$ cat src/design/fsif_pkg.sv
// Package for the decimal integer format engine.
// Holds the command type between front and back, the back-end state type and character codes.
// No dependencies.
package fsif_pkg;

	localparam int FMT_CHAR_W   = 8;
	localparam int INT_ARG_W    = 32;
	localparam int CHAR_COUNT_W = 16;

	localparam int COUNT_BITS_DEF  = 16;
	localparam int QUEUE_DEPTH_DEF = 4;

	// A 32-bit magnitude has at most ten decimal digits.
	localparam int MAX_DIGITS = 10;
	localparam int DIGIT_IDX_W = $clog2(MAX_DIGITS + 1);

	localparam logic [FMT_CHAR_W-1:0] CHAR_NUL   = 8'h00;
	localparam logic [FMT_CHAR_W-1:0] CHAR_PCT   = 8'h25;
	localparam logic [FMT_CHAR_W-1:0] CHAR_D     = 8'h64;
	localparam logic [FMT_CHAR_W-1:0] CHAR_MINUS = 8'h2D;
	localparam logic [FMT_CHAR_W-1:0] CHAR_ZERO  = 8'h30;

	// Division by ten: q = (x * DIV10_RECIP) >> DIV10_SHIFT is exact for all 32-bit x.
	localparam logic [INT_ARG_W-1:0] DIV10_RECIP = 32'hCCCC_CCCD;
	localparam int DIV10_SHIFT = 35;

	typedef enum logic [1:0] {
		CMD_CLEAR,
		CMD_CHAR,
		CMD_DEC
	} cmd_kind_t;

	typedef struct packed {
		cmd_kind_t              kind;
		logic [FMT_CHAR_W-1:0]  ch;
		logic [INT_ARG_W-1:0]   arg;
	} cmd_t;

	typedef enum logic [1:0] {
		BK_IDLE,
		BK_DIV,
		BK_SIGN,
		BK_EMIT
	} back_state_t;

endpackage

$ cat src/design/fsif_front.sv
// Front end: accepts format bytes, tracks a pending percent sign and turns the bytes into
// commands (not an opening % or an unknown conversion). Depends on fsif_pkg.
module fsif_front (
	input  logic                                clk,
	input  logic                                arst_n,
	input  logic                                push,
	output logic                                full,
	input  logic [fsif_pkg::FMT_CHAR_W-1:0]     fmt_char,
	input  logic signed [fsif_pkg::INT_ARG_W-1:0] int_arg,
	input  logic                                cmd_full,
	output logic                                cmd_push,
	output fsif_pkg::cmd_t                      cmd
);

	logic pending_q;
	logic accept;
	logic enq;
	logic pending_d;

	assign full   = cmd_full;
	assign accept = push && !cmd_full;

	always_comb begin
		enq       = 1'b0;
		pending_d = pending_q;
		cmd.kind  = fsif_pkg::CMD_CHAR;
		cmd.ch    = fmt_char;
		cmd.arg   = int_arg;
		if (fmt_char == fsif_pkg::CHAR_NUL) begin
			// End of format: the back end clears the count in order with the other beats.
			enq       = 1'b1;
			pending_d = 1'b0;
			cmd.kind  = fsif_pkg::CMD_CLEAR;
		end else if (pending_q) begin
			pending_d = 1'b0;
			if (fmt_char == fsif_pkg::CHAR_PCT) begin
				enq = 1'b1;
			end else if (fmt_char == fsif_pkg::CHAR_D) begin
				enq      = 1'b1;
				cmd.kind = fsif_pkg::CMD_DEC;
			end
		end else if (fmt_char == fsif_pkg::CHAR_PCT) begin
			pending_d = 1'b1;
		end else begin
			enq = 1'b1;
		end
	end

	assign cmd_push = accept && enq;

	always_ff @(posedge clk or negedge arst_n) begin
		if (!arst_n) begin
			pending_q <= 1'b0;
		end else if (accept) begin
			pending_q <= pending_d;
		end
	end

endmodule

$ cat config.mk
export PLATFORM = sky130hd
export DESIGN_NAME = fsif_front
export DESIGN_NICKNAME = d
export VERILOG_FILES = /design/src/design/fsif_pkg.sv /design/src/design/fsif_front.sv
export SDC_FILE = /design/constraint.sdc
export NUM_CORES = 1
export LEC_CHECK = 0
export ABC_CLOCK_PERIOD_IN_PS = 1300
export BUFFER_PORTS_ARGS = -buffer_cell sky130_fd_sc_hd__buf_2
export CAP_MARGIN = 20
export CORE_MARGIN = 2
export CORE_UTILIZATION = 25
export CTS_CLUSTER_DIAMETER = 150
export CTS_CLUSTER_SIZE = 12
export DETAILED_ROUTE_END_ITERATION = 12
export GPL_TIMING_DRIVEN = 0
export HOLD_SLACK_MARGIN = 0.05
export PLACE_DENSITY = 0.77
export SKIP_CTS_REPAIR_TIMING = 1
export SLEW_MARGIN = 0
export SYNTH_ARGS = -nofsm -noshare
export SYNTH_HDL_FRONTEND = slang
export SYNTH_SLANG_ARGS = --single-unit
$ cat constraint.sdc
create_clock -name clk -period 1.3 [get_ports clk]
set_clock_uncertainty 0.05 [all_clocks]
set_input_delay 0.065 -clock clk [delete_from_list [all_inputs] [get_ports clk]]
set_output_delay 0.065 -clock clk [all_outputs]
set_load 0.05 [all_outputs]
* Yosys cells after proc, flatten, opt, wreduce, memory -nomap -nowiden *
Index checks and enable logic that the tools add are counted.
W data, S select, Z words.

storage, ports and cells
  register bits = 1
  input port bits = 44
  logic and storage cells = 19
  output and inout bits = 44

operators by class
  equal/unequal tests = 2
  muxes and demuxes = 12
  reductions and logical operators = 4

operators with widths
  cell                  number
  $eq A8 B6 Y1 const B  1
  $eq A8 B7 Y1 const B  1
  $logic_not A8 Y1      1
  $mux W1               8
  $mux W2               4
  $logic_and A1 B1 Y1   2
  $logic_not A1 Y1      1

* Longest topological paths before layout *
Gate-level depths: netlist of run 1.

  word-level depth = 6
  mapped depth = 3
  mapped depth without buffers = 3

* Worst setup path after synthesis of run 1 *
OpenSTA, ideal clock, no wires.

  kind = reg-to-output
  start = register pending_q
  end = output port cmd[40] (netlist bit)
  path buffers = 0
  stages on the path, launching flop included = 3
  required time = 1185 ps
  setup slack = -229 ps
  arrival time = 1414 ps
  path through = dfrtp_1 -> and4_1 -> o211ai_1

RTL lines
  element                 line              text
  from (decl)             fsif_front.sv:15  logic pending_q;
  from (signal assigned)  fsif_front.sv:55  pending_q <= pending_d;
  to (decl)               fsif_front.sv:12  output fsif_pkg::cmd_t cmd

* Worst setup path after layout of run 1 *
  start = register pending_q
  end = output port cmd_push

between the ends
  longest elaborated chain between the ends = 3

RTL lines
  element              line              text
  $mux W1              fsif_front.sv:34  end else if (pending_q) begin
  $mux W1              fsif_front.sv:29  if (fmt_char == fsif_pkg::CHAR_NUL) begin
  $logic_and A1 B1 Y1  fsif_front.sv:49  assign cmd_push = accept && enq;
  to (decl)            fsif_front.sv:11  output logic cmd_push,

Every way passes these cells.

==> impl_metrics.csv, run 1 <==
group,metric,value,unit
power,total_power,0.476,mW
finish,diodes,0,
grt,grt_pass1_vias,379,
setup_path,cp-start-kind,"flip-flop",
finish,drive_gt1_share,86.0,%
job,drv_cap,0,
synthesis,syn_inst,58,
place,gp_congestion,0.624,
grt,grt_overflow,0,
floorplanning,die_area,2160,sq um
setup_path,cp.required,1190,ps
grt,grt_pass1_wl,1370,um
timing,setup_viol,0,
place,place_area,758,sq um
detailed_routing,viasPerCell,3.78,
setup_path,critical_path_peak_fanout,5,
detailed_routing,first_iter_violations,3,
timing,hold_viol,0,
detailed_routing,wire_per_inst,8.73,um
finish,top_register,"pending_q",
timing,period_needed,1220,ps
synthesis,synth_top_family_by_area,"buffers and inverters",
finish,final_nets,160,
synthesis,yosysWarningCount,0,
power,ir_drop,0.291,mV
timing,rsz0062_at_grt,"no",
floorplanning,dieWidth,46.5,um
synthesis,synth_fa_ha_area_share,0,%
setup_path,cpLargestDelayFamily,"flip-flops",
detailed_routing,drc,0,
detailed_routing,ant_nets,0,
timing,slew_headroom,76.5,%
status,outcome,"completed",
detailed_routing,vias,525,
finish,final_area,771,sq um
timing,min_period_over_period,93.6,%
clock_network,clk_pin_slew,0,ps
synthesis,synth-seq-cells,1,
setup_path,max_stage_delay,390,ps
synthesis,synth_top_area_share,68.1,%
timing,slew_violations,0,
setup_path,critPathBufInv,1,
finish,largest_reg_flops,1,
synthesis,synthDistinctLibCells,17,
synthesis,netlist_area,452,sq um
power,p_leak,0.473,nW
finish,fin_util,45.1,%
synthesis,syn_avg_cell_area,7.79,sq um
clock_network,insertion_delay,0,ps
grt,grt_antenna_before_repair,0,
timing,fmax,822,MHz
synthesis,ys_top_cells_by_area,"buf_4 68%, dfrtp_1 5.5%, nor4_4 4.7%",
floorplanning,start_util,26.4,%
timing,timing.hold.ws,321,ps
synthesis,ys_seq_area_share,5.54,%
detailed_routing,dr.pass1.iters,2,
floorplanning,die_y,46.5,um
detailed_routing,wl,1210,um
setup_path,critPathArrivalTime,1100,ps
setup_path,r2r_setup_slack,610,ps
synthesis,synth_compound_area_share,6.65,%
setup_path,cp-end-kind,"primary output",
setup_path,critical_path.cell_chain,"and4_1 > o2111ai_1 > nand3_1 > clkbuf_4",
synthesis,yosys.area.top_type,"buf_4",
place,place_inst,138,
floorplanning,fp-row-count,15,
timing,worst_slew_pin_slew,349,ps
setup_path,reg2reg_from,"pending_q",
synthesis,synth_xor_area_share,0,%
place,io_buffer_count,55,
power,cellPowerDensity,617,nW/um^2
grt,grtUsageTotal,8.26,%
synthesis,synth-simple-area-share,18.8,%
setup_path,critical_path_class,"flip-flop to primary output",
floorplanning,core_area,1710,sq um
finish,reg_top3,"pending_q x1",
finish,area_growth_syn_to_layout,70.6,%
synthesis,muxShareOfSynthArea,0,%
hold_path,hp-class,"primary input to async pin",
setup_path,crit_path_top_delay_cell,"dfrtp_1",
grt,grt_max_degree,7,
place,hpwl,1180,um
synthesis,syn-num-nets,102,
finish,finalNonFillerCells,139,
floorplanning,ioPinCount,88,
setup_path,cp-startpoint,"pending_q",
## layout by cell type, fill, tap and decap left out, drive strengths merged
| cell type | n |
|---|---|
| clkbuf | 1 |
| buf | 95 |
| a211o | 1 |
| and3 | 1 |
| nand2b | 1 |
| o211ai | 1 |
| nor4 | 1 |
| nor3 | 1 |
| nand2 | 1 |
| nand4 | 1 |
| o21ai | 1 |
| nand3 | 2 |
| inv | 1 |
| nor2b | 1 |
| and4 | 1 |
| and4b | 1 |
| dlygate4sd3 | 1 |
| o2111ai | 1 |
| dfrtp | 1 |
## final timing paths
| kind | endpoint | depth (start not counted) |
|---|---|---|
| max in group asynchronous | pending_q | 2 |
| worst min register to register | pending_q | 1 |
| worst max register to register | pending_q | 2 |
| worst min-delay path | pending_q | 2 |
| worst max-delay path | cmd_push | 4 |
| min in group clk | pending_q | 4 |
## cell usage after synthesis
cell type  number
a211o_1         1
and3_2          1
and4_1          1
and4b_1         1
buf_4          41
dfrtp_1         1
inv_1           1
nand2_1         1
nand2b_1        1
nand3_1         2
nand4_1         1
nor2b_1         1
nor3_1          1
nor4_4          1
o2111ai_1       1
o211ai_1        1
o21ai_1         1
## cells by family (layout without fill, tap and decap cells)
family | Yosys count | in the layout
AOI/OAI and AO/OA | 4 | 4
buffers and inverters | 42 | 98
DFF | 1 | 1
and+or+nand+nor | 11 | 11
## cell type report
| class | instances | area (sq um) |
|---|---|---|
| inverter | 1 | 3.75 |
| multi-input combinational | 15 | 115 |
| fill | 184 | 937 |
| timing repair buffer | 56 | 288 |
| buffer | 41 | 308 |
| sequential | 1 | 25.0 |
| tap | 25 | 31.3 |
## power by group
| part | internal [mW] | switching (mW) |
|---|---|---|
| sequential | 0.0318 | 0.000167 |
| clock | 0 | 0 |
| combinational | 0.142 | 0.301 |
| total | 0.174 | 0.301 |
## stage by stage
| step | setup TNS (ps) | setup WS (ps) |
|---|---|---|
| after floorplan | -164 | -164 |
| after global placement | 0 | 107 |
| after detailed placement | 0 | 71.8 |
| after CTS | 0 | 71.1 |
| after global routing | 0 | 0.658 |
| final | 0 | 83.3 |
## metal layers
layer	up-vias	track usage, %	part of all wire (%)
li1	264	-	-
met1	217	8.99	31
met2	44	17.2	55
met3	0	1.18	14
met4	0	0	0
met5	-	0	0
No activity file was read; power rests on OpenSTA's default activity.
==> run 2: changes to the inputs <==
--- a/config.mk
+++ b/config.mk
@@ -15,9 +15,9 @@
 export DETAILED_ROUTE_END_ITERATION = 12
 export GPL_TIMING_DRIVEN = 0
 export HOLD_SLACK_MARGIN = 0.05
-export PLACE_DENSITY = 0.77
+export PLACE_DENSITY = 0.8
 export SKIP_CTS_REPAIR_TIMING = 1
-export SLEW_MARGIN = 0
+export SLEW_MARGIN = 20
 export SYNTH_ARGS = -nofsm -noshare
 export SYNTH_HDL_FRONTEND = slang
 export SYNTH_SLANG_ARGS = --single-unit
==> run 2 against run 1 <==
Net effect: core utilization unchanged; critical endpoint unchanged; setup slack worse by 0.85 ps; maximum frequency about the same; routed wire length up 2.1%; combinational power about the same; hold slack better by 4.3 ps; highest routed layer unchanged; sequential share of layout area unchanged; critical path depth unchanged; via count up 1.9%.
==> impl_metrics.csv, run 2 (synthesized netlist as in run 1, its figures left out) <==
group,metric,value,unit
setup_path,cp_num_cells,4,
finish,fin_util,45.1,%
timing,slew_headroom,76.4,%
place,place_inst,138,
power,cellPowerDensity,618,nW/um^2
setup_path,critPathBufInv,1,
finish,top_register,"pending_q",
timing,fin_tns_setup,0,ps
floorplanning,ioPinCount,88,
floorplanning,die_y,46.5,um
setup_path,max_stage_delay,390,ps
grt,grt_overflow,0,
timing,setup_viol,0,
timing,period_needed,1220,ps
finish,diodes,0,
setup_path,cp-start-kind,"flip-flop",
grt,grt_pass1_vias,337,
timing,slew_violations,0,
finish,reg_top3,"pending_q x1",
setup_path,cp-startpoint,"pending_q",
place,gp_congestion,0.666,
setup_path,critical_path.cell_chain,"and4_1 > o2111ai_1 > nand3_1 > clkbuf_4",
hold_path,hp-class,"primary input to async pin",
detailed_routing,drc,0,
clock_network,clk_pin_slew,0,ps
timing,hold_viol,0,
setup_path,reg2regPathDepth,2,
setup_path,critPathArrivalTime,1100,ps
finish,drive_gt1_share,86.0,%
grt,grtUsageTotal,7.55,%
power,ir_drop,0.304,mV
clock_network,insertion_delay,0,ps
floorplanning,die_area,2160,sq um
finish,finalNonFillerCells,139,
setup_path,r2r_setup_slack,600,ps
finish,mostFrequentLayoutCell,"buf_2",
grt,grt_pass1_wl,1260,um
setup_path,crit_path_top_delay_cell,"dfrtp_1",
detailed_routing,first_iter_violations,1,
detailed_routing,viasPerCell,3.85,
status,outcome,"completed",
timing,worst_slew_pin_slew,352,ps
timing,fmax,821,MHz
job,drv_cap,0,
finish,area_growth_syn_to_layout,70.6,%
floorplanning,fp-row-count,15,
grt,grt_max_degree,7,
finish,final_nets,160,
floorplanning,dieWidth,46.5,um
detailed_routing,vias,535,
grt,grt_antenna_before_repair,0,
setup_path,reg2reg_from,"pending_q",
detailed_routing,dr.pass1.iters,2,
finish,largest_reg_flops,1,
timing,timing.hold.ws,326,ps
floorplanning,core_area,1710,sq um
place,io_buffer_count,55,
setup_path,critical_path_class,"flip-flop to primary output",
power,total_power,0.476,mW
timing,min_period_over_period,93.7,%
setup_path,reg2reg_to,"pending_q",
setup_path,cp.required,1190,ps
detailed_routing,wire_per_inst,8.91,um
setup_path,cpLargestDelayFamily,"flip-flops",
setup_path,cp-end-kind,"primary output",
detailed_routing,wl,1240,um
setup_path,crit_end,"cmd_push",
detailed_routing,ant_nets,0,
power,p_leak,0.473,nW
finish,most-common-layout-cells,"54 x buf_2, 41 x buf_4, 2 x nand3_1",
setup_path,critical_path_peak_fanout,5,
floorplanning,start_util,26.4,%
run 2: stage by stage:
step / area, sq um / worst slack (ps)
6_report: 771 / 82.4
5_1_grt: 771 / -0.884
4_1_cts: 758 / 82.1
3_5_place_dp: 758 / 81.8
3_3_place_gp: 758 / 95.1
2_1_floorplan: 452 / -164
run 2: per-layer routing:
layer / vias up / track usage (%) / share of wire [%]
li1: 264 / - / -
met1: 221 / 8.55 / 28
met2: 50 / 14.4 / 53
met3: 0 / 2.35 / 18
met4: 0 / 0 / 0
met5: - / 0 / 0
run 2: cell type report:
cell class / count / area, sq um
multi-input combinational: 15 / 115
inverter: 1 / 3.75
sequential: 1 / 25.0
fill: 187 / 937
timing repair buffer: 56 / 288
tap: 25 / 31.3
buffer: 41 / 308
run 2: power by group:
part / switching (mW) / internal (mW) / total (mW)
combinational: 0.302 / 0.142 / 0.444
clock: 0 / 0 / 0
sequential: 0.000172 / 0.0318 / 0.0320
total: 0.302 / 0.174 / 0.476
run 2: worst min-delay path by stage:
stage / from / endpoint / slack [ps] / cells past startpoint
final: arst_n / pending_q / 330 / 2
after global routing: arst_n / pending_q / 350 / 2
after CTS: arst_n / pending_q / -210 / 1
after detailed placement: arst_n / pending_q / -210 / 1
after global placement: arst_n / pending_q / -210 / 1
after floorplan: arst_n / pending_q / -280 / 0
