$ cat config.mk
export PLATFORM = sky130hd
export DESIGN_NAME = fsif_cmd_fifo
export DESIGN_NICKNAME = d
export VERILOG_FILES = /design/src/design/fsif_pkg.sv /design/src/design/fsif_cmd_fifo.sv
export SDC_FILE = /design/constraint.sdc
export NUM_CORES = 1
export LEC_CHECK = 0
export ABC_AREA = 1
export ABC_CLOCK_PERIOD_IN_PS = 6900
export BUFFER_PORTS_ARGS = -buffer_cell sky130_fd_sc_hd__buf_2
export CAP_MARGIN = 30
export CELL_PAD_IN_SITES_DETAIL_PLACEMENT = 0
export CELL_PAD_IN_SITES_GLOBAL_PLACEMENT = 1
export CORE_AREA = 2 2 130 132
export CTS_CLUSTER_SIZE = 8
export DETAILED_ROUTE_END_ITERATION = 10
export DIE_AREA = 0 0 132 134
export MAX_ROUTING_LAYER = met4
export PLACE_DENSITY = 0.81
export SLEW_MARGIN = 40
export SYNTH_ARGS = -nofsm -noshare
export SYNTH_HDL_FRONTEND = slang
export SYNTH_SLANG_ARGS = --single-unit
$ cat constraint.sdc
create_clock -name clk -period 6.9 [get_ports clk]
set_input_delay 0.69 -clock clk [delete_from_list [all_inputs] [get_ports clk]]
set_output_delay 0.69 -clock clk [all_outputs]
set_load 0.05 [all_outputs]
$ cat src/design/fsif_pkg.sv
// Package for the decimal integer format engine.
// Holds the command type between front and back, the back-end state type and character codes.
// No dependencies.
package fsif_pkg;

	localparam int FMT_CHAR_W   = 8;
	localparam int INT_ARG_W    = 32;
	localparam int CHAR_COUNT_W = 16;

	localparam int COUNT_BITS_DEF  = 16;
	localparam int QUEUE_DEPTH_DEF = 4;

	// A 32-bit magnitude has at most ten decimal digits.
	localparam int MAX_DIGITS = 10;
	localparam int DIGIT_IDX_W = $clog2(MAX_DIGITS + 1);

	localparam logic [FMT_CHAR_W-1:0] CHAR_NUL   = 8'h00;
	localparam logic [FMT_CHAR_W-1:0] CHAR_PCT   = 8'h25;
	localparam logic [FMT_CHAR_W-1:0] CHAR_D     = 8'h64;
	localparam logic [FMT_CHAR_W-1:0] CHAR_MINUS = 8'h2D;
	localparam logic [FMT_CHAR_W-1:0] CHAR_ZERO  = 8'h30;

	// Division by ten: q = (x * DIV10_RECIP) >> DIV10_SHIFT is exact for all 32-bit x.
	localparam logic [INT_ARG_W-1:0] DIV10_RECIP = 32'hCCCC_CCCD;
	localparam int DIV10_SHIFT = 35;

	typedef enum logic [1:0] {
		CMD_CLEAR,
		CMD_CHAR,
		CMD_DEC
	} cmd_kind_t;

	typedef struct packed {
		cmd_kind_t              kind;
		logic [FMT_CHAR_W-1:0]  ch;
		logic [INT_ARG_W-1:0]   arg;
	} cmd_t;

	typedef enum logic [1:0] {
		BK_IDLE,
		BK_DIV,
		BK_SIGN,
		BK_EMIT
	} back_state_t;

endpackage

$ cat src/design/fsif_cmd_fifo.sv
// Command queue between front and back end.
// Register-based circular buffer. Depends on fsif_pkg.
module fsif_cmd_fifo #(
	parameter int Depth = fsif_pkg::QUEUE_DEPTH_DEF
) (
	input  logic           clk,
	input  logic           arst_n,
	input  logic           push,
	input  fsif_pkg::cmd_t wdata,
	output logic           full,
	input  logic           pop,
	output fsif_pkg::cmd_t rdata,
	output logic           empty
);

	localparam int PtrW = (Depth > 1) ? $clog2(Depth) : 1;
	localparam int CntW = $clog2(Depth + 1);

	fsif_pkg::cmd_t  mem_q [Depth];
	logic [PtrW-1:0] wr_ptr_q;
	logic [PtrW-1:0] rd_ptr_q;
	logic [CntW-1:0] fill_q;
	logic            do_push;
	logic            do_pop;

	assign full    = (fill_q == CntW'(Depth));
	assign empty   = (fill_q == '0);
	assign do_push = push && !full;
	assign do_pop  = pop && !empty;
	assign rdata   = mem_q[rd_ptr_q];

	always_ff @(posedge clk) begin
		if (do_push) begin
			mem_q[wr_ptr_q] <= wdata;
		end
	end

	always_ff @(posedge clk or negedge arst_n) begin
		if (!arst_n) begin
			wr_ptr_q <= '0;
			rd_ptr_q <= '0;
			fill_q   <= '0;
		end else begin
			if (do_push) begin
				wr_ptr_q <= (wr_ptr_q == PtrW'(Depth - 1)) ? '0 : wr_ptr_q + 1'b1;
			end
			if (do_pop) begin
				rd_ptr_q <= (rd_ptr_q == PtrW'(Depth - 1)) ? '0 : rd_ptr_q + 1'b1;
			end
			if (do_push && !do_pop) begin
				fill_q <= fill_q + 1'b1;
			end else if (do_pop && !do_push) begin
				fill_q <= fill_q - 1'b1;
			end
		end
	end

endmodule

# Word-level counts from Yosys, hierarchy flattened
# Memory sizes are Yosys's and may differ from the RTL's.
# Index checks and enable logic that the tools add are counted.
# op_classes
add_sub_neg	4
n_eq_ne	3
muxes	6
reduce_logical	10
# op_table
cell	count
2-to-1 mux 3 bit	2
adder 2 x 1 -> 2 bit (second input constant)	2
equality test 2 bit (second input constant)	2
logical AND 1 bit	4
zero test 1 bit	4
2-to-1 mux 2 bit	2
adder 3 x 1 -> 3 bit (second input constant)	1
equality test 3 bit (second input constant)	1
zero test 3 bit	1
subtractor 3 x 1 -> 3 bit (second input constant)	1
2-to-1 mux 1 bit	2
nonzero test 2 bit	1
# word_totals
reg_bits	7
mem_bits_rw	168
inputBits	46
output_inout_bits	44
word_cells	27
n_memories	1
# memory_table
memory	words	width	read_ports	rd_clocked_by_memory_dff	write_ports	line_no	text
mem_q	4	42	1	0	1	fsif_cmd_fifo.sv:19	fsif_pkg::cmd_t mem_q [Depth];

# Depth between registers and ports, before layout
# Gate-level depths: netlist of the first run.
# logic_depth
ltp_word	7
depth_mapped	12
depth_no_buf	12

# Worst setup path before layout of the first run
# OpenSTA, ideal clock, no wires.
# synth_timing
path_kind	input to register
from	input push
to	memory mem_q[0][0] (netlist name), enable pin
setup_ns	0.442
t_arrival_ns	2.603
required_time_ns	6.458
slack_ns	3.856
stages	2
path_buffers	0
path_cell_list	nand2_1 nor2_1
# synth_between
elab_chain_len	3
# synth_rtl
item	line_no	text
start: declaration	fsif_cmd_fifo.sv:8	input logic push,
logical AND 1 bit	fsif_cmd_fifo.sv:28	assign do_push = push && !full;
2-to-1 mux 1 bit	fsif_cmd_fifo.sv:33	if (do_push) begin
2-to-1 mux 1 bit (implied by the code)	fsif_cmd_fifo.sv:34	mem_q[wr_ptr_q] <= wdata;
end: declaration	fsif_cmd_fifo.sv:19	
# No other way between the ends.

==> results of run 1 <==
[cells in the final DEF (no fill, tap or decap)]
| cell | n |
|---|---|
| sky130_fd_sc_hd__edfxtp_1 | 168 |
| sky130_fd_sc_hd__nand2_1 | 141 |
| sky130_fd_sc_hd__inv_1 | 99 |
| sky130_fd_sc_hd__buf_2 | 89 |
| sky130_fd_sc_hd__o211ai_1 | 61 |
| sky130_fd_sc_hd__o211ai_2 | 23 |
| sky130_fd_sc_hd__clkbuf_16 | 17 |
| sky130_fd_sc_hd__nand3_1 | 7 |
| sky130_fd_sc_hd__ha_1 | 6 |
| sky130_fd_sc_hd__dfrtp_1 | 5 |
| sky130_fd_sc_hd__nor2_4 | 4 |
| sky130_fd_sc_hd__clkinv_1 | 4 |
| sky130_fd_sc_hd__clkbuf_1 | 4 |
| sky130_fd_sc_hd__buf_4 | 4 |
| sky130_fd_sc_hd__nor2_1 | 2 |
| sky130_fd_sc_hd__clkinv_2 | 2 |
| sky130_fd_sc_hd__dfrtp_4 | 2 |
| sky130_fd_sc_hd__diode_2 | 1 |
| sky130_fd_sc_hd__inv_4 | 1 |
| sky130_fd_sc_hd__o21ai_0 | 1 |
| sky130_fd_sc_hd__xnor2_1 | 1 |
| sky130_fd_sc_hd__nand4_1 | 1 |
| sky130_fd_sc_hd__fa_1 | 1 |
| sky130_fd_sc_hd__clkinv_4 | 1 |
| sky130_fd_sc_hd__clkinvlp_4 | 1 |
| sky130_fd_sc_hd__bufinv_16 | 1 |
| sky130_fd_sc_hd__clkbuf_8 | 1 |
[how the worst max path moves through the flow]
| stage | startpoint | endpoint | slack, ns |
|---|---|---|---|
| 3_3_place_gp | rd_ptr_q[0] | rdata[34] | 3.74 |
| 6_report | rd_ptr_q[0] | rdata[15] | 3.53 |
| 4_1_cts | rd_ptr_q[0] | rdata[22] | 3.53 |
| 2_1_floorplan | push | mem_q[0][0] | 3.86 |
| 3_5_place_dp | rd_ptr_q[0] | rdata[22] | 4.00 |
| 5_1_grt | rd_ptr_q[0] | rdata[14] | 3.39 |
[routing by layer]
metal  global-route usage, %  share of wire [%]
met5                       -                  0
met4                    6.88                1.6
met3                    3.89                4.3
met2                    27.4                 52
met1                    18.5                 42
[state kept, by name, summed over array words and instances, names as in the netlist]
signal and count:
mem_q 168, rd_ptr_q 2, fill_q 3, wr_ptr_q 2
[kinds of logic (layout without fill, tap and decap cells)]
logic type	after synthesis	count (layout)	share of synthesized area (%)
AO/OA/AOI/OAI	85	85	10.4
XOR/XNOR	1	1	0.121
adder cells (fa/ha/maj)	7	7	1.31
buffers and inverters	128	224	8.03
flip-flops	175	175	72.0
other	0	1	0
AND/OR/NAND/NOR	155	155	8.18
[report_power, final]
| group | switching [mW] | internal (mW) | total, mW | leakage (nW) |
|---|---|---|---|---|
| registers | 0.149 | 1.40 | 1.55 | 1.62 |
| clock network | 0.357 | 0.486 | 0.842 | 0.247 |
| logic | 1.30 | 0.400 | 1.70 | 1.50 |
| total | 1.80 | 2.29 | 4.09 | 3.37 |
[layout make-up]
type | count | area (um^2)
clock inverter | 9 | 71.3
multi-input combinational | 248 | 1480
tap | 220 | 275
fill | 1394 | 7930
timing repair buffer | 94 | 489
antenna | 1 | 2.50
sequential | 175 | 5230
clock buffer | 21 | 440
inverter | 100 | 378
[metrics by stage]
step           hold WS, ns  setup WS (ns)  util (%)  std cells  instance area [um^2]
2_1_floorplan        0.394           3.86         -        551                  7250
3_3_place_gp         0.478           3.74      48.1        837                  7840
3_5_place_dp         0.509           4.00      48.2        837                  7850
4_1_cts             0.0896           3.53      51.3        867                  8360
5_1_grt             0.0950           3.39      51.3        868                  8360
6_report             0.104           3.53      51.3        868                  8360
==> metrics.txt, run 1 <==
H-tree depth 4; height of the die 134 um; Warnings, synthesis 0; depth of the worst register-to-register path 4; CP endpoint kind output pin; period utilization 48.8%; post-route minimum period 3.37 ns; Yosys top cell area share 69.6%; area overhead of the layout relative to synthesis 15.3%; Setup Fix Bufs, Post-CTS 0; leak pwr 3.37 nW; drt first-iter violations 207; vias in the first global route 4227; number of buffers inserted by port buffering 89; Final Skew 0.00335 ns; post-synth cell types 18; flip-flop and latch count after synthesis 175; root buffer selected by CTS sky130_fd_sc_hd__clkbuf_16; RePlAce Congestion 0.769; maximum ir drop on the vdd rail 0.000259 V; CTS Hold Bufs 0; max-cap violation count 0; Fmax 0.297 GHz; worst-skew pair later-pin latency 0.42 ns; first-pass GRT wire length 21.2 mm; total clock sinks 175; Ports 90; Max Transition Viols Final 0; flop2flop setup slack 4.64 ns; average instance area after synthesis 13.2 um^2; total power 4.09 mW; aggregate global routing overflow 0; worst hold path class input pin to asynchronous set/reset pin; Main synth FF type sky130_fd_sc_hd__edfxtp_1; most used standard cell by instance count after synthesis sky130_fd_sc_hd__edfxtp_1; data arrival time of the critical path 2.68 ns; via total after detailed routing 4164; TritonCTS clock tree built; average wire per cell in the routed design 15.4 um; total length of routed wires 13.4 mm; crit-path leading delay family buffers and inverters; all-layer global routing usage 16.2%; RSZ-0062 raised after global routing no; status completed; slowest stage delay, CP 0.78 ns; horizontal extent of the die 132 um; launch instance of the worst register-to-register path rd_ptr_q[0]; setup total negative slack 0 ns; std cell rows 47; destination of the worst register-to-register timing path rd_ptr_q[1]; async set-reset flop share out of synthesis 4.00%; cell accounting for the most synthesized area sky130_fd_sc_hd__edfxtp_1; Levels on crit path 4; Area contributors post-synth sky130_fd_sc_hd__edfxtp_1, sky130_fd_sc_hd__nand2_1, sky130_fd_sc_hd__o211ai_1; initial core utilization 44.5%; maximum number of pins on one net before global-route repair 120; clk buf depth 2; data required time at the worst endpoint 6.21 ns; drc violations 0; startpoint type of the worst setup path register; die area 17700 um^2; worst path buffer plus inverter count 2; share of the yosys chip area belonging to registers 72.0%; first-pass iteration count of the detailed router 5; total core area 16300 um^2; number of buffers created by CTS 17; number of enable-type register cells in the synthesized netlist 168; DP Wirelength 7.82 mm; number of standard cells after synthesis 551; Slew @ Worst Pin 0.798 ns; post-synthesis instance area 7250 um^2; series of cell instances along the critical path clkbuf_8 -> o211ai_1 -> nand2_1 -> buf_2; endpoints failing hold 0; number of routed nets with antenna violations 0; DR vias/cell 4.80; startpoint-to-endpoint class of the critical path register to output pin; number of antenna violations at the first check in global routing 1; crit-path max FO 119; number of instances resized during post-cts repair 0; Finish-stage setup viols 0; final net count 689; leading post-synthesis cells by instance count sky130_fd_sc_hd__edfxtp_1, sky130_fd_sc_hd__nand2_1, sky130_fd_sc_hd__inv_1; master of the slowest instance on the critical path sky130_fd_sc_hd__dfrtp_4; clock slew at the register clock pins of the worst setup and hold paths 0.06 ns; net count after synthesis 604; Power Dens Cells 489 nW/um^2; share of final-layout standard cells stronger than drive strength 1 22.6%; max-slew headroom at the worst pin 46.8%
No activity file was read; power rests on OpenSTA's default activity.
==> inputs of run 2 (changes only) <==
==> config.mk (replaced) <==
export PLATFORM = sky130hd
export DESIGN_NAME = fsif_cmd_fifo
export DESIGN_NICKNAME = d
export VERILOG_FILES = /design/src/design/fsif_pkg.sv /design/src/design/fsif_cmd_fifo.sv
export SDC_FILE = /design/constraint.sdc
export NUM_CORES = 1
export LEC_CHECK = 0
export ABC_AREA = 0
export ABC_CLOCK_PERIOD_IN_PS = 3400
export BUFFER_PORTS_ARGS = -buffer_cell sky130_fd_sc_hd__buf_2
export CAP_MARGIN = 30
export CELL_PAD_IN_SITES_DETAIL_PLACEMENT = 0
export CELL_PAD_IN_SITES_GLOBAL_PLACEMENT = 1
export CORE_AREA = 2 2 124 126
export CTS_CLUSTER_SIZE = 8
export DETAILED_ROUTE_END_ITERATION = 10
export DIE_AREA = 0 0 126 128
export MAX_ROUTING_LAYER = met4
export PLACE_DENSITY = 0.76
export SLEW_MARGIN = 40
export SYNTH_ARGS = -nofsm -noshare
export SYNTH_HDL_FRONTEND = slang
export SYNTH_SLANG_ARGS = --single-unit
==> constraint.sdc (replaced) <==
create_clock -name clk -period 3.4 [get_ports clk]
set_input_delay 0.34 -clock clk [delete_from_list [all_inputs] [get_ports clk]]
set_output_delay 0.34 -clock clk [all_outputs]
set_load 0.05 [all_outputs]
==> run 2 against run 1 <==
Net effect: flip-flop and latch count unchanged; synthesized area decreased by 9.5%; total power is 95% higher; critical path type unchanged; critical endpoint is now rdata[8]; largest power group is now sequential cells; highest routed layer unchanged.
==> metrics.txt, run 2 <==
status completed; flop2flop setup slack 1.27 ns (-3.37 ns); Final Skew 0.0126 ns (+0.00921 ns); Critical Path End rdata[8]; H-tree depth 4 (unchanged); parity-gate share of the synthesized area counting xor and xnor cells 0.401% (+0.28 points); endpoints failing hold 0 (unchanged); most used standard cell by instance count after synthesis sky130_fd_sc_hd__edfxtp_1; Setup Fix Bufs, Post-CTS 0 (unchanged); leading post-synthesis cells by instance count sky130_fd_sc_hd__edfxtp_1, sky130_fd_sc_hd__mux4_2, sky130_fd_sc_hd__dfrtp_1; final net count 416 (-40%); Power Dens Cells 1020 nW/um^2 (+110%); leak pwr 2.72 nW (-19%); compound-cell area share of the yosys netlist 0.305% (-10 points); registers with the most flip-flops mem_q x168, fill_q x3; startpoint of the most critical setup path rd_ptr_q[0]; Main synth FF type sky130_fd_sc_hd__edfxtp_1; number of placed instances, taps included 531 (-37%); Max Transition Viols Final 0 (unchanged); height of the die 128 um (-4.5%); flip-flop and latch count after synthesis 175 (unchanged); share of the yosys chip area belonging to registers 79.6% (+7.6 points); post-route insts no fill 566 (-35%); number of instances resized during post-cts repair 0 (unchanged); clk buf depth 2 (unchanged); flip-flop count of the largest register, all copies and words added 168 (unchanged); CTS Hold Bufs 1 (+1); destination of the worst register-to-register timing path fill_q[2]; startpoint-to-endpoint class of the critical path register to output pin; largest register by flop count mem_q; largest family of logic cells by synthesized area multiplexers; post-synth cell types 22 (+4); startpoint type of the worst setup path register; number of antenna violations at the first check in global routing 2 (+1); Slew @ Worst Pin 0.796 ns (-0.00175 ns); number of enable-type register cells in the synthesized netlist 168 (unchanged); RePlAce Congestion 0.650 (-15%); launch instance of the worst register-to-register path fill_q[0]; Post-Synth Adder-Cell Area 1.45% (+0.14 points); async set-reset flop share out of synthesis 4.00% (unchanged); initial core utilization 44.1% (-0.38 points); period utilization 76.0%; area overhead of the layout relative to synthesis 20.0%; Setup Slack @ Placement 1.18 ns (-2.83 ns); TritonCTS clock tree built; all-layer global routing usage 15.3% (-0.91 points); root buffer selected by CTS sky130_fd_sc_hd__clkbuf_16; total length of routed wires 11.2 mm (-16%); multiplexer fraction of the synthesized cell area 15.2% (+15 points); net count after synthesis 310 (-49%); vias in the first global route 3116 (-26%); aggregate global routing overflow 0 (unchanged); total clock sinks 175 (unchanged); Ports 90 (unchanged); crit-path max FO 22 (-82%); cell accounting for the most synthesized area sky130_fd_sc_hd__edfxtp_1; post-layout util 52.9% (+1.6 points); CP endpoint kind output pin; maximum ir drop on the vdd rail 0.000495 V (+91%); number of routed nets with antenna violations 0 (unchanged); std cell rows 45 (-4.3%); commonest cells after routing, fill and taps aside sky130_fd_sc_hd__edfxtp_1, sky130_fd_sc_hd__buf_2, sky130_fd_sc_hd__mux4_2, sky130_fd_sc_hd__clkbuf_16, sky130_fd_sc_hd__ha_1; horizontal extent of the die 126 um (-4.5%); DP Wirelength 6.56 mm (-16%); average instance area after synthesis 25.5 um^2 (+94%); setup total negative slack 0 ns (unchanged); post-synthesis instance area 6560 um^2 (-9.5%); RSZ-0062 raised after global routing no; max-slew headroom at the worst pin 46.9% (+0.12 points); Worst Setup Slack, final 0.815 ns (-2.72 ns); drt first-iter violations 230 (+11%); die area 16100 um^2 (-8.8%); max-cap violation count 0 (unchanged); drc violations 0 (unchanged); clock slew at the register clock pins of the worst setup and hold paths 0.06 ns (about the same); first-pass GRT wire length 17.3 mm (-18%); share of final-layout standard cells stronger than drive strength 1 46.8% (+24 points); simple-gate share of the synthesized area 1.16% (-7.0 points); worst hold path class input pin to register; via total after detailed routing 2943 (-29%); depth of the worst register-to-register path 7 (+3); data required time at the worst endpoint 3.06 ns (-3.15 ns); number of buffers created by CTS 17 (unchanged); most common library cell in the layout ignoring fill and taps sky130_fd_sc_hd__edfxtp_1; DR vias/cell 5.20 (+8.4%); first-pass iteration count of the detailed router 4 (-1); Area contributors post-synth sky130_fd_sc_hd__edfxtp_1, sky130_fd_sc_hd__mux4_2, sky130_fd_sc_hd__dfrtp_1; Warnings, synthesis 0 (unchanged); number of standard cells after synthesis 257 (-53%); data arrival time of the critical path 2.24 ns (-0.44 ns); number of buffers inserted by port buffering 89 (unchanged); total core area 14900 um^2 (-8.7%); Finish-stage setup viols 0 (unchanged); worst-skew pair later-pin latency 0.42 ns (about the same); final hold slack 0.131 ns (+0.0266 ns); Yosys top cell area share 76.9% (+7.3 points); average wire per cell in the routed design 19.7 um (+28%); Fmax 0.387 GHz; maximum number of pins on one net before global-route repair 45 (-63%); post-route minimum period 2.58 ns
[run 2: cell types whose count changed after synthesis, moves of 3 or more]
| cell | previous run | this run |
|---|---|---|
| sky130_fd_sc_hd__and2_1 | 0 | 3 |
| sky130_fd_sc_hd__buf_12 | 0 | 3 |
| sky130_fd_sc_hd__buf_2 | 12 | 5 |
| sky130_fd_sc_hd__buf_4 | 5 | 0 |
| sky130_fd_sc_hd__buf_6 | 9 | 1 |
| sky130_fd_sc_hd__inv_1 | 99 | 3 |
| sky130_fd_sc_hd__mux4_2 | 0 | 42 |
| sky130_fd_sc_hd__nand2_1 | 141 | 1 |
| sky130_fd_sc_hd__nand3_1 | 7 | 0 |
| sky130_fd_sc_hd__nor2_1 | 6 | 3 |
| sky130_fd_sc_hd__o211ai_1 | 61 | 0 |
| sky130_fd_sc_hd__o211ai_2 | 23 | 0 |
[run 2: logic make-up (layout without fill, tap and decap cells)]
family / Yosys count / count (layout)
adders and majority gates: 7 / 7
xor gates and xnor gates: 3 / 3
DFF: 175 / 175
other: 0 / 2
AOI/OAI and AO/OA: 2 / 2
and+or+nand+nor: 11 / 11
buffers and inverters: 13 / 132
muxes: 46 / 46
[run 2: worst max-delay path, stage by stage, from the launching register on]
cell and delay, ns:
sky130_fd_sc_hd__dfrtp_4 0.74, sky130_fd_sc_hd__buf_12 0.28, sky130_fd_sc_hd__mux4_2 0.56, sky130_fd_sc_hd__buf_2 0.23
[run 2: cell type report]
type | instances | area (um^2)
clock buffer | 20 | 437
tap | 188 | 235
clock inverter | 12 | 166
multi-input combinational | 69 | 1230
antenna | 2 | 5.00
fill | 1185 | 7000
sequential | 175 | 5230
timing repair buffer | 97 | 558
inverter | 3 | 11.3
[run 2: worst min path at each step]
stage | slack, ns | startpoint | depth (start not counted) | to
global placement | 0.19 | arst_n | 1 | rd_ptr_q[0]
detailed placement | 0.19 | arst_n | 1 | fill_q[2]
floorplan | 0.04 | arst_n | 0 | fill_q[0]
global route | 0.12 | wdata[2] | 1 | mem_q[3][2]
finish | 0.13 | wdata[12] | 1 | mem_q[0][12]
CTS | 0.11 | wdata[12] | 1 | mem_q[0][12]
[run 2: power by group]
group | total (mW) | switching [mW] | internal [mW]
registers | 3.18 | 0.318 | 2.86
clock network | 1.97 | 0.744 | 1.22
logic | 2.85 | 1.91 | 0.943
total | 7.99 | 2.97 | 5.02
[run 2: metal layers]
metal  wire [um]  share of wire (%)  track usage (%)
met4         185                1.7             6.59
met3         567                5.1             4.88
met1        4810                 43             19.0
met2        5610                 50             23.4
met5           0                  0                -
[run 2: metrics by stage]
step                total power [mW]  instance area, um^2
CTS                             8.12                 7860
finish                          7.99                 7870
global placement                6.07                 7230
global route                    8.34                 7870
floorplan                       5.47                 6560
detailed placement              6.14                 7250
==> inputs of run 3 (changes only) <==
--- a/config.mk
+++ b/config.mk
@@ -6,7 +6,7 @@
 export NUM_CORES = 1
 export LEC_CHECK = 0
 export ABC_AREA = 0
-export ABC_CLOCK_PERIOD_IN_PS = 3400
+export ABC_CLOCK_PERIOD_IN_PS = 2540
 export BUFFER_PORTS_ARGS = -buffer_cell sky130_fd_sc_hd__buf_2
 export CAP_MARGIN = 30
 export CELL_PAD_IN_SITES_DETAIL_PLACEMENT = 0
==> constraint.sdc (replaced) <==
create_clock -name clk -period 2.54 [get_ports clk]
set_input_delay 0.254 -clock clk [delete_from_list [all_inputs] [get_ports clk]]
set_output_delay 0.254 -clock clk [all_outputs]
set_load 0.05 [all_outputs]
==> run 3 against run 2 <==
Net effect: die area did not move; utilization fell by 0.12 points; global-route usage fell by 0.44 points; register-to-register slack got worse by 0.84 ns; sequential share of layout area rose by 0.12 points; final cell count rose by 0.53%; count of clock-buffer cells in the layout fell by 2; hold slack got worse by 0.084 ns; clock power rose by 25%.
==> metrics.txt, run 3 (synthesis results as in run 2) <==
status completed; DP Wirelength 6.92 mm (+5.5%); worst-skew pair later-pin latency 0.42 ns (about the same); worst min-delay path startpoint wdata[40]; Finish-stage setup viols 0 (unchanged); height of the die 128 um (unchanged); crit-path leading delay family flip-flops; number of routed nets with antenna violations 0 (unchanged); share of final-layout standard cells stronger than drive strength 1 48.2% (+1.3 points); final hold slack 0.0471 ns (-0.0839 ns); crit-path max FO 21 (-4.5%); vias in the first global route 3064 (-1.7%); Slew @ Worst Pin 0.520 ns (-0.276 ns); maximum number of pins on one net before global-route repair 31 (-31%); Fmax 0.420 GHz; std cell rows 45 (unchanged); CP endpoint kind output pin; post-layout util 52.8% (-0.12 points); total power 10.5 mW (+32%); Max Transition Viols Final 0 (unchanged); Setup Slack @ Placement 0.412 ns (-0.763 ns); max-slew headroom at the worst pin 65.3% (+18 points); RSZ-0062 raised after global routing no; setup total negative slack 0 ns (unchanged); horizontal extent of the die 126 um (unchanged); cell area after layout 7850 um^2 (-0.22%); total core area 14900 um^2 (unchanged); startpoint-to-endpoint class of the critical path register to output pin; clk buf depth 2 (unchanged); leak pwr 2.72 nW (about the same); drt first-iter violations 199 (-13%); total length of routed wires 11.0 mm (-1.6%); number of buffers inserted by port buffering 89 (unchanged); commonest cells after routing, fill and taps aside sky130_fd_sc_hd__edfxtp_1, sky130_fd_sc_hd__buf_2, sky130_fd_sc_hd__mux4_2, sky130_fd_sc_hd__clkbuf_16, sky130_fd_sc_hd__buf_4; number of buffers created by CTS 17 (unchanged); DR vias/cell 5.13 (-1.4%); most common library cell in the layout ignoring fill and taps sky130_fd_sc_hd__edfxtp_1; worst path buffer plus inverter count 2 (unchanged); drc violations 0 (unchanged); max-cap violation count 0 (unchanged); initial core utilization 44.1% (unchanged); number of placed instances, taps included 535 (+0.75%); destination of the worst register-to-register timing path fill_q[2]; flop2flop setup slack 0.43 ns (-0.84 ns); series of cell instances along the critical path buf_12 -> mux4_2 -> buf_2; Critical Path End rdata[9]; Worst Setup Slack, final 0.161 ns (-0.654 ns); data arrival time of the critical path 2.12 ns (-0.12 ns); flip-flop count of the largest register, all copies and words added 168 (unchanged); first-pass iteration count of the detailed router 5 (+1); all-layer global routing usage 14.8% (-0.44 points); Power Dens Cells 1340 nW/um^2 (+32%); clock slew at the register clock pins of the worst setup and hold paths 0.06 ns (about the same); worst hold path class input pin to register; startpoint type of the worst setup path register; depth of the worst register-to-register path 7 (unchanged); aggregate global routing overflow 0 (unchanged); root buffer selected by CTS sky130_fd_sc_hd__clkbuf_16; startpoint of the most critical setup path rd_ptr_q[0]; RePlAce Congestion 0.701 (+7.8%); master of the slowest instance on the critical path sky130_fd_sc_hd__dfrtp_4; post-route insts no fill 569 (+0.53%); launch instance of the worst register-to-register path fill_q[0]; Post-DP Area 7260 um^2 (+0.21%); number of antenna violations at the first check in global routing 1 (-1); via total after detailed routing 2917 (-0.88%); H-tree depth 4 (unchanged); period utilization 93.6%; area overhead of the layout relative to synthesis 19.7%; Levels on crit path 3 (unchanged); endpoints failing hold 0 (unchanged); first-pass GRT wire length 16.9 mm (-2.6%); final net count 420 (+0.96%); TritonCTS clock tree built; total clock sinks 175 (unchanged); data required time at the worst endpoint 2.29 ns (-0.77 ns); slowest stage delay, CP 0.66 ns (-0.08 ns); die area 16100 um^2 (unchanged); maximum ir drop on the vdd rail 0.000537 V (+8.5%); post-route minimum period 2.38 ns; largest register by flop count mem_q; Ports 90 (unchanged); Final Skew 0.0121 ns (-0.000471 ns); registers with the most flip-flops mem_q x168, fill_q x3; average wire per cell in the routed design 19.3 um (-2.2%); Setup Fix Bufs, Post-CTS 0 (unchanged)
-- run 3: cell types whose count changed in the layout (fill, tap and decap cells not counted), sizes merged --
cell / delta
buf: +4
bufinv: -2
clkbuf: -2
clkinv: +2
clkinvlp: +2
diode: -1
-- run 3: final cells by class --
class	instances	area, um^2
multi-input cells	69	1230
diodes	1	2.50
fillers	1203	7010
clock buffers	18	429
flip-flops and latches	175	5230
repair buffers	101	576
well taps	188	235
inverters	3	11.3
clock inverters	14	144
-- run 3: timing repair --
action	in CTS	in global routing
setup endpoints to repair	0	0
hold buffers	1	0
resized for setup	0	0
endpoints found under the hold margin	7	0
-- run 3: worst min path at each step --
| stage | to | slack, ns | cells after the start |
|---|---|---|---|
| floorplan | fill_q[0] | -0.04 | 0 |
| global placement | fill_q[0] | 0.10 | 1 |
| detailed placement | fill_q[0] | 0.11 | 1 |
| CTS | mem_q[1][28] | 0.03 | 1 |
| global route | mem_q[1][32] | 0.03 | 1 |
| finish | mem_q[2][40] | 0.05 | 1 |
-- run 3: per-layer routing --
layer / wire [um] / up-vias / track usage, %
met5: 0 / - / -
met4: 130 / 0 / 5.43
li1: - / 1309 / -
met2: 5550 / 66 / 23.6
met1: 4730 / 1530 / 18.3
met3: 576 / 12 / 4.47
-- run 3: worst register-to-register path: cells and delay by family (launching register included) --
| family | cells | cell delay [ns] |
|---|---|---|
| fa+ha+maj | 2 | 0.65 |
| flops | 1 | 0.47 |
| compound gates | 1 | 0.41 |
| xor+xnor | 2 | 0.33 |
| simple gates | 1 | 0.11 |
| buf+inv | 1 | 0.07 |
-- run 3: power by group --
| part | total (mW) | internal, mW | switching (mW) |
|---|---|---|---|
| combinational | 3.95 | 1.28 | 2.67 |
| sequential | 4.12 | 3.82 | 0.300 |
| clock | 2.47 | 1.44 | 1.03 |
